### src/rtl/lgs_pkg.sv
`timescale 1ns / 1ps

package lgs_pkg;

  localparam int CfgW       = 10;
  localparam int CfgIdxW    = 2;
  localparam int PosW       = 9;
  localparam int MinSize    = 3;
  localparam int DefMaxWidth  = 512;
  localparam int DefMaxHeight = 512;

  localparam logic [CfgW-1:0] GridWidthRst  = CfgW'(400);
  localparam logic [CfgW-1:0] GridHeightRst = CfgW'(300);

  typedef enum logic [CfgIdxW-1:0] {
    CFG_GRID_WIDTH  = 2'd0,
    CFG_GRID_HEIGHT = 2'd1
  } cfg_idx_e;

endpackage

### src/rtl/lgs_row_mem.sv
`timescale 1ns / 1ps

module lgs_row_mem #(
  parameter int Depth = 512,
  parameter int AddrW = 9
) (
  input  logic             clk_i,
  input  logic             rst_ni,
  input  logic             rd_en_i,
  input  logic [AddrW-1:0] rd_addr_i,
  output logic [1:0]       rd_data_o,
  input  logic             wr_en_i,
  input  logic [AddrW-1:0] wr_addr_i,
  input  logic [1:0]       wr_data_i,
  output logic             busy_o
);

  localparam int CntW = $clog2(Depth + 1);

  logic [1:0]      mem [Depth];
  logic [1:0]      rd_q;
  logic            fwd_q;
  logic [1:0]      fwd_data_q;
  logic [CntW-1:0] clr_cnt_q;
  logic            clearing;
  logic            we;
  logic [AddrW-1:0] waddr;
  logic [1:0]      wdata;

  // After reset every entry is swept to dead before the first request.
  assign clearing = (clr_cnt_q != CntW'(Depth));

  always_ff @(posedge clk_i or negedge rst_ni) begin
    if (!rst_ni) begin
      clr_cnt_q <= '0;
    end else if (clearing) begin
      clr_cnt_q <= clr_cnt_q + CntW'(1);
    end
  end

  assign we    = clearing || wr_en_i;
  assign waddr = clearing ? clr_cnt_q[AddrW-1:0] : wr_addr_i;
  assign wdata = clearing ? 2'b00 : wr_data_i;

  always_ff @(posedge clk_i) begin
    if (we) begin
      mem[waddr] <= wdata;
    end
  end

  always_ff @(posedge clk_i) begin
    if (rd_en_i) begin
      rd_q <= mem[rd_addr_i];
    end
  end

  // A read that meets a write to the same entry takes the new data.
  always_ff @(posedge clk_i or negedge rst_ni) begin
    if (!rst_ni) begin
      fwd_q <= 1'b0;
    end else if (rd_en_i) begin
      fwd_q <= wr_en_i && (wr_addr_i == rd_addr_i);
    end
  end

  always_ff @(posedge clk_i) begin
    if (rd_en_i) begin
      fwd_data_q <= wr_data_i;
    end
  end

  assign rd_data_o = fwd_q ? fwd_data_q : rd_q;
  assign busy_o    = clearing;

endmodule

### src/rtl/life_generation_stencil.sv
`timescale 1ns / 1ps

// Channel  Signals                                       Direction
// in       in_valid_i in_ready_o cell_alive_i frame_start_i   request in
// out      out_valid_o out_ready_i next_alive_o out_row_o
//          out_col_o frame_end_o                          result out
// cfg      cfg_valid_i cfg_ready_o cfg_index_i cfg_data_i     register write
//
// One cell per cycle unless stalled; a result goes through s1 and then the output register.
// The row stores share one memory, read on acceptance, written back from s1.
// After reset all MAX_WIDTH memory entries are cleared, during which in_ready_o is low.
// An output register and a holding stage let a new request enter while a result waits.

module life_generation_stencil #(
  parameter int MAX_WIDTH  = lgs_pkg::DefMaxWidth,
  parameter int MAX_HEIGHT = lgs_pkg::DefMaxHeight
) (
  input  logic                       clk_i,
  input  logic                       rst_ni,
  input  logic                       in_valid_i,
  output logic                       in_ready_o,
  input  logic                       cell_alive_i,
  input  logic                       frame_start_i,
  output logic                       out_valid_o,
  input  logic                       out_ready_i,
  output logic                       next_alive_o,
  output logic [lgs_pkg::PosW-1:0]   out_row_o,
  output logic [lgs_pkg::PosW-1:0]   out_col_o,
  output logic                       frame_end_o,
  input  logic                       cfg_valid_i,
  output logic                       cfg_ready_o,
  input  logic [lgs_pkg::CfgIdxW-1:0] cfg_index_i,
  input  logic [lgs_pkg::CfgW-1:0]   cfg_data_i
);

  import lgs_pkg::*;

  localparam int CPW = $clog2(MAX_WIDTH);
  localparam int RPW = $clog2(MAX_HEIGHT);
  localparam int WCW = $clog2(MAX_WIDTH + 1);
  localparam int RCW = $clog2(MAX_HEIGHT + 1);
  localparam int WXW = (WCW > CfgW) ? WCW : CfgW;
  localparam int HXW = (RCW > CfgW) ? RCW : CfgW;

  logic [CfgW-1:0] grid_width_q, grid_height_q;
  logic [CPW-1:0]  col_pos_q;
  logic [RPW-1:0]  row_pos_q;

  logic            s1_valid_q, s1_cell_q, s1_border_q, s1_fend_q;
  logic [CPW-1:0]  s1_addr_q;
  logic [PosW-1:0] s1_qr_q, s1_qc_q;
  logic [8:0]      window_q;

  logic            out_valid_q, out_alive_q, out_fend_q;
  logic [PosW-1:0] out_row_q, out_col_q;

  logic            in_fire, s1_fire, mem_busy;
  logic [1:0]      rd_data;

  logic [WXW-1:0]  cfg_w_x;
  logic [HXW-1:0]  cfg_h_x;
  logic [WCW-1:0]  w, c, cn;
  logic [RCW-1:0]  h, r, rn, qr;
  logic [WCW-1:0]  qc;
  logic            border, fend;

  logic [8:0]      window_d;
  logic [3:0]      count;
  logic            alive;

  assign cfg_ready_o = 1'b1;

  always_ff @(posedge clk_i or negedge rst_ni) begin
    if (!rst_ni) begin
      grid_width_q  <= GridWidthRst;
      grid_height_q <= GridHeightRst;
    end else if (cfg_valid_i) begin
      if (cfg_index_i == CFG_GRID_WIDTH) begin
        grid_width_q <= cfg_data_i;
      end
      if (cfg_index_i == CFG_GRID_HEIGHT) begin
        grid_height_q <= cfg_data_i;
      end
    end
  end

  assign cfg_w_x = WXW'(grid_width_q);
  assign cfg_h_x = HXW'(grid_height_q);
  assign w = (cfg_w_x < WXW'(MinSize)) ? WCW'(MinSize) :
             (cfg_w_x > WXW'(MAX_WIDTH)) ? WCW'(MAX_WIDTH) : WCW'(cfg_w_x);
  assign h = (cfg_h_x < HXW'(MinSize)) ? RCW'(MinSize) :
             (cfg_h_x > HXW'(MAX_HEIGHT)) ? RCW'(MAX_HEIGHT) : RCW'(cfg_h_x);

  assign s1_fire    = s1_valid_q && (!out_valid_q || out_ready_i);
  assign in_ready_o = !mem_busy && (!s1_valid_q || s1_fire);
  assign in_fire    = in_valid_i && in_ready_o;

  always_comb begin
    logic [WCW-1:0] c0;
    logic [RCW-1:0] r0;
    c0 = frame_start_i ? '0 : WCW'(col_pos_q);
    r0 = frame_start_i ? '0 : RCW'(row_pos_q);
    c  = c0;
    r  = r0;
    if (c0 >= w) begin
      c = '0;
      r = r0 + RCW'(1);
    end
    if (r >= h) begin
      r = '0;
    end

    if (c != '0) begin
      qc = c - WCW'(1);
      qr = (r != '0) ? r - RCW'(1) : h - RCW'(1);
    end else begin
      qc = w - WCW'(1);
      qr = (r >= RCW'(2)) ? r - RCW'(2) : r + h - RCW'(2);
    end

    border = (qr == '0) || (qr == h - RCW'(1)) || (qc == '0) || (qc == w - WCW'(1));
    fend   = (qr == h - RCW'(2)) && (qc == w - WCW'(2));

    cn = c + WCW'(1);
    rn = r;
    if (cn >= w) begin
      cn = '0;
      rn = r + RCW'(1);
      if (rn >= h) begin
        rn = '0;
      end
    end
  end

  always_ff @(posedge clk_i or negedge rst_ni) begin
    if (!rst_ni) begin
      col_pos_q  <= '0;
      row_pos_q  <= '0;
      s1_valid_q <= 1'b0;
    end else begin
      if (in_fire) begin
        col_pos_q <= CPW'(cn);
        row_pos_q <= RPW'(rn);
      end
      if (in_fire) begin
        s1_valid_q <= 1'b1;
      end else if (s1_fire) begin
        s1_valid_q <= 1'b0;
      end
    end
  end

  always_ff @(posedge clk_i) begin
    if (in_fire) begin
      s1_cell_q   <= cell_alive_i;
      s1_addr_q   <= CPW'(c);
      s1_qr_q     <= PosW'(qr);
      s1_qc_q     <= PosW'(qc);
      s1_border_q <= border;
      s1_fend_q   <= fend;
    end
  end

  lgs_row_mem #(
    .Depth (MAX_WIDTH),
    .AddrW (CPW)
  ) u_row_mem (
    .clk_i     (clk_i),
    .rst_ni    (rst_ni),
    .rd_en_i   (in_fire),
    .rd_addr_i (CPW'(c)),
    .rd_data_o (rd_data),
    .wr_en_i   (s1_fire),
    .wr_addr_i (s1_addr_q),
    .wr_data_i ({s1_cell_q, rd_data[1]}),
    .busy_o    (mem_busy)
  );

  always_comb begin
    window_d = {window_q[5:0], s1_cell_q, rd_data[1], rd_data[0]};
    count    = '0;
    for (int i = 0; i < 9; i++) begin
      if (i != 4) begin
        count = count + 4'(window_d[i]);
      end
    end
    if (s1_border_q) begin
      alive = 1'b0;
    end else if (window_d[4]) begin
      alive = (count == 4'd2) || (count == 4'd3);
    end else begin
      alive = (count == 4'd3);
    end
  end

  always_ff @(posedge clk_i or negedge rst_ni) begin
    if (!rst_ni) begin
      window_q    <= '0;
      out_valid_q <= 1'b0;
    end else begin
      if (s1_fire) begin
        window_q    <= window_d;
        out_valid_q <= 1'b1;
      end else if (out_ready_i) begin
        out_valid_q <= 1'b0;
      end
    end
  end

  always_ff @(posedge clk_i) begin
    if (s1_fire) begin
      out_alive_q <= alive;
      out_row_q   <= s1_qr_q;
      out_col_q   <= s1_qc_q;
      out_fend_q  <= s1_fend_q;
    end
  end

  assign out_valid_o  = out_valid_q;
  assign next_alive_o = out_alive_q;
  assign out_row_o    = out_row_q;
  assign out_col_o    = out_col_q;
  assign frame_end_o  = out_fend_q;

endmodule

### config.mk
export PLATFORM = sky130hd
export DESIGN_NAME = life_generation_stencil
export DESIGN_NICKNAME = d
export VERILOG_FILES = /design/src/rtl/lgs_pkg.sv /design/src/rtl/lgs_row_mem.sv /design/src/rtl/life_generation_stencil.sv
export SDC_FILE = /design/constraint.sdc
export NUM_CORES = 2
export LEC_CHECK = 0
export BUFFER_PORTS_ARGS = -buffer_cell sky130_fd_sc_hd__buf_2
export CAP_MARGIN = 20
export CORE_MARGIN = 2
export CORE_UTILIZATION = 30
export DETAILED_ROUTE_END_ITERATION = 7
export PLACE_DENSITY_LB_ADDON = 0.15
export SYNTH_ARGS = -nofsm -noshare
export SYNTH_HDL_FRONTEND = slang
export SYNTH_SLANG_ARGS = --single-unit
### constraint.sdc
create_clock -name clk_i -period 39.3 [get_ports clk_i]
set_input_delay 7.86 -clock clk_i [delete_from_list [all_inputs] [get_ports clk_i]]
set_output_delay 7.86 -clock clk_i [all_outputs]
set_load 0.01 [all_outputs]
==> flow_summary.ini <==
[synth]
synth_area_leaders = edfxtp_1, nor2_1, nand2_1
synth_cell_types = 87
synth_edf_count = 1078
yosysWarnings = 0
synth.ff_latch_count = 1135
yosysTopAreaCellShare = 0.624
ys_top_cells_by_count = edfxtp_1, nor2_1, nand2_1, a21oi_1, mux2i_1
async_flop_share = 0.0502
synthesis.area_um2 = 51900
synth_ff_type = edfxtp_1
synthMostInstantiatedCell = edfxtp_1
syn_inst = 4388
synth_fp_nets = 4488
yosysTopAreaCell = edfxtp_1
avgSynthCellArea_um2 = 11.8
ys_seq_area_frac = 0.651

[pwr]
power_density_nw_per_um2 = 45.7
ir_drop_mv = 0.0426
leakagePower_nw = 20.1

[clock_network]
clk_latency_ns = 0.79
hold_buffers = 0
cts_buffers = 134
h-tree-depth = 4
cts_sinks = 1135
clk_path_buf_depth = 3
post_cts_buffers = 0
cts_resized = 0
cts_tree = yes
root_buffer = clkbuf_16
clk_pin_slew_worst_paths_ns = 0.06

[critical_path]
crit_path_top_delay_cell = and2_1
path_depth = 4
cp_top_family = simple AND/OR/NAND/NOR gates
cp-startpoint = out_ready_i
timing.rr.start = cfg_w_x[3]
worstPathMaxFanout = 2
arrival_ns = 8.70
endpoint = in_ready_o
cp-end-kind = primary output
crit_path_start_kind = primary input
r2r_end = s1_fend_q
critPathBufInv = 2
max_stage_delay_ns = 0.29
r2r_setup_slack_ns = 29.83
critPathKind = primary input to primary output
crit_chain = buf_2 > nand3b_1 > and2_1 > buf_2
worstPathRequired_ns = 31.44
rr_worst_depth = 31
crit_top_cell = buf_2

[floorplanning]
die_y_um = 420
row_count = 152
core_area_um2 = 172000
die_w_um = 420
io_pins = 42
start_util = 0.302
dieArea_um2 = 176000

[routing]
drtIter0Drc = 3359
drc = 0
vias = 35974
vias_per_cell = 5.33
wl_met3_mm = 10.4
routedWlPerCell_um = 26.8
wl_met2_mm = 84.6
highest_layer = met5
dr.pass1.iters = 5
detail-route-antenna-nets = 0
drt_wl_total_mm = 181
wl_met1_mm = 81.3

[placed_design]
gp_congestion = 0.869
place_ws_ns = 22.34
hpwl_mm = 104
io_buffers = 40

[global_routing]
grt_start_max_net_pins = 193
grt_pass1_wl_mm = 260
grt_pass1_vias = 35907
antenna_found_initial = 2
grtUsageTotal = 0.203
grt-ovfl-total = 0

[timing]
setup_viol = 0
tightest_slew_ns = 1.24
skew_ns = 0.0234
fin_ws_ns = 22.74
maxSlewViolCount = 0
fin_crit_ns = 16.56
fmax_mhz = 60.4
grt_setup_unrepaired = false
hold_viol = 0
relSlewSlack = 0.171
tns_ns = 0
post-route-period-util = 0.421

[hold_path]
hold_path.class = flip-flop to flip-flop

[cells_and_area]
antenna_cells = 0
area_growth_pct = 13.3
drive_gt1_frac = 0.0892
finalNetCount = 4439

[status]
status = finished, final reports clean

[flow_run]
cap_violations = 0
[worst reg2reg max path, delay by kind of cell, from the launching register on]
family | cells | cell delay [ns]
compound gates | 12 | 3.60
fa+ha+maj | 5 | 1.61
xor+xnor | 3 | 0.75
simple gates | 9 | 2.49
buf+inv | 2 | 0.40
flops | 1 | 0.46
[per-stage QoR]
step / cells / cell area [µm²] / total power (W) / hold WS (ns) / util
floorplan: 4388 / 51900 / 0.00147 / 0.400 / -
global placement: 6512 / 54700 / 0.00152 / 0.402 / 0.318
detailed placement: 6513 / 54700 / 0.00152 / 0.405 / 0.318
CTS: 6749 / 58800 / 0.00271 / 0.418 / 0.342
global route: 6749 / 58800 / 0.00277 / 0.424 / 0.342
finish: 6749 / 58800 / 0.00269 / 0.417 / 0.342
[where the power goes]
part	internal, W	total [W]	switching, W
Combinational	0.0000680	0.000177	0.000109
Clock	0.000677	0.00119	0.000515
Sequential	0.00131	0.00132	0.00000765
Total	0.00206	0.00269	0.000631
[layer usage]
| layer | global-route usage | up-vias |
|---|---|---|
| met2 | 0.329 | 1164 |
| met3 | 0.0296 | 239 |
| met1 | 0.283 | 18457 |
| li1 | - | 16112 |
| met4 | 0.0557 | 2 |
| met5 | 0 | - |
[cell usage in the layout (no fill, tap or decap), types with 29 or more instances in the layout]
master	Yosys	final
nor3_1	94	92
o21ai_0	157	157
a31oi_1	39	38
buf_4	1	73
o22ai_1	42	42
clkbuf_16	0	137
buf_2	16	40
dfrtp_1	50	50
xnor2_1	75	75
o221ai_1	59	59
nand3_1	100	98
nor2_1	623	618
inv_1	64	61
edfxtp_1	1078	1078
a21oi_1	339	338
clkbuf_1	204	43
a21o_1	29	29
mux2i_1	209	209
ha_1	76	76
nand2_1	606	583
[state kept, by name, indices dropped and copies added (netlist names), 9 cells and up]
name                 count
cfg_h_x                 10
col_pos_q                9
row_pos_q                9
u_row_mem.mem         1024
cfg_w_x                 10
s1_qc_q                  9
u_row_mem.clr_cnt_q     10
out_row_o                9
s1_qr_q                  9
out_col_o                9
s1_addr_q                9
[final cells by class]
| cell class | instances | area (µm²) |
|---|---|---|
| Multi-Input combinational cell | 2875 | 16800 |
| Tap cell | 2310 | 2890 |
| Clock inverter | 50 | 455 |
| Timing Repair Buffer | 119 | 876 |
| Sequential cell | 1135 | 33800 |
| Fill cell | 17153 | 113000 |
| Clock buffer | 186 | 3670 |
| Inverter | 74 | 295 |
[cell families after synthesis]
kind of cell    Yosys count  synth area share
simple gates           1571             0.126
flops                  1135             0.651
compound gates          876             0.106
buf+inv                 378            0.0278
mux                     246            0.0514
xor+xnor                100            0.0171
fa+ha+maj                81            0.0202
other cells               1         0.0000722
[how the worst min path moves through the flow]
| stage | startpoint | end | slack, ns | cells past startpoint |
|---|---|---|---|---|
| 6_report | s1_qc_q[4] | out_col_o[4] | 0.42 | 0 |
| 5_1_grt | s1_qc_q[5] | out_col_o[5] | 0.42 | 0 |
| 4_1_cts | s1_qc_q[4] | out_col_o[4] | 0.42 | 0 |
| 3_5_place_dp | s1_qc_q[4] | out_col_o[4] | 0.40 | 0 |
| 3_3_place_gp | s1_qr_q[4] | out_row_o[4] | 0.40 | 0 |
| 2_1_floorplan | s1_fend_q | frame_end_o | 0.40 | 0 |
Power figures use the tool's default switching activity.
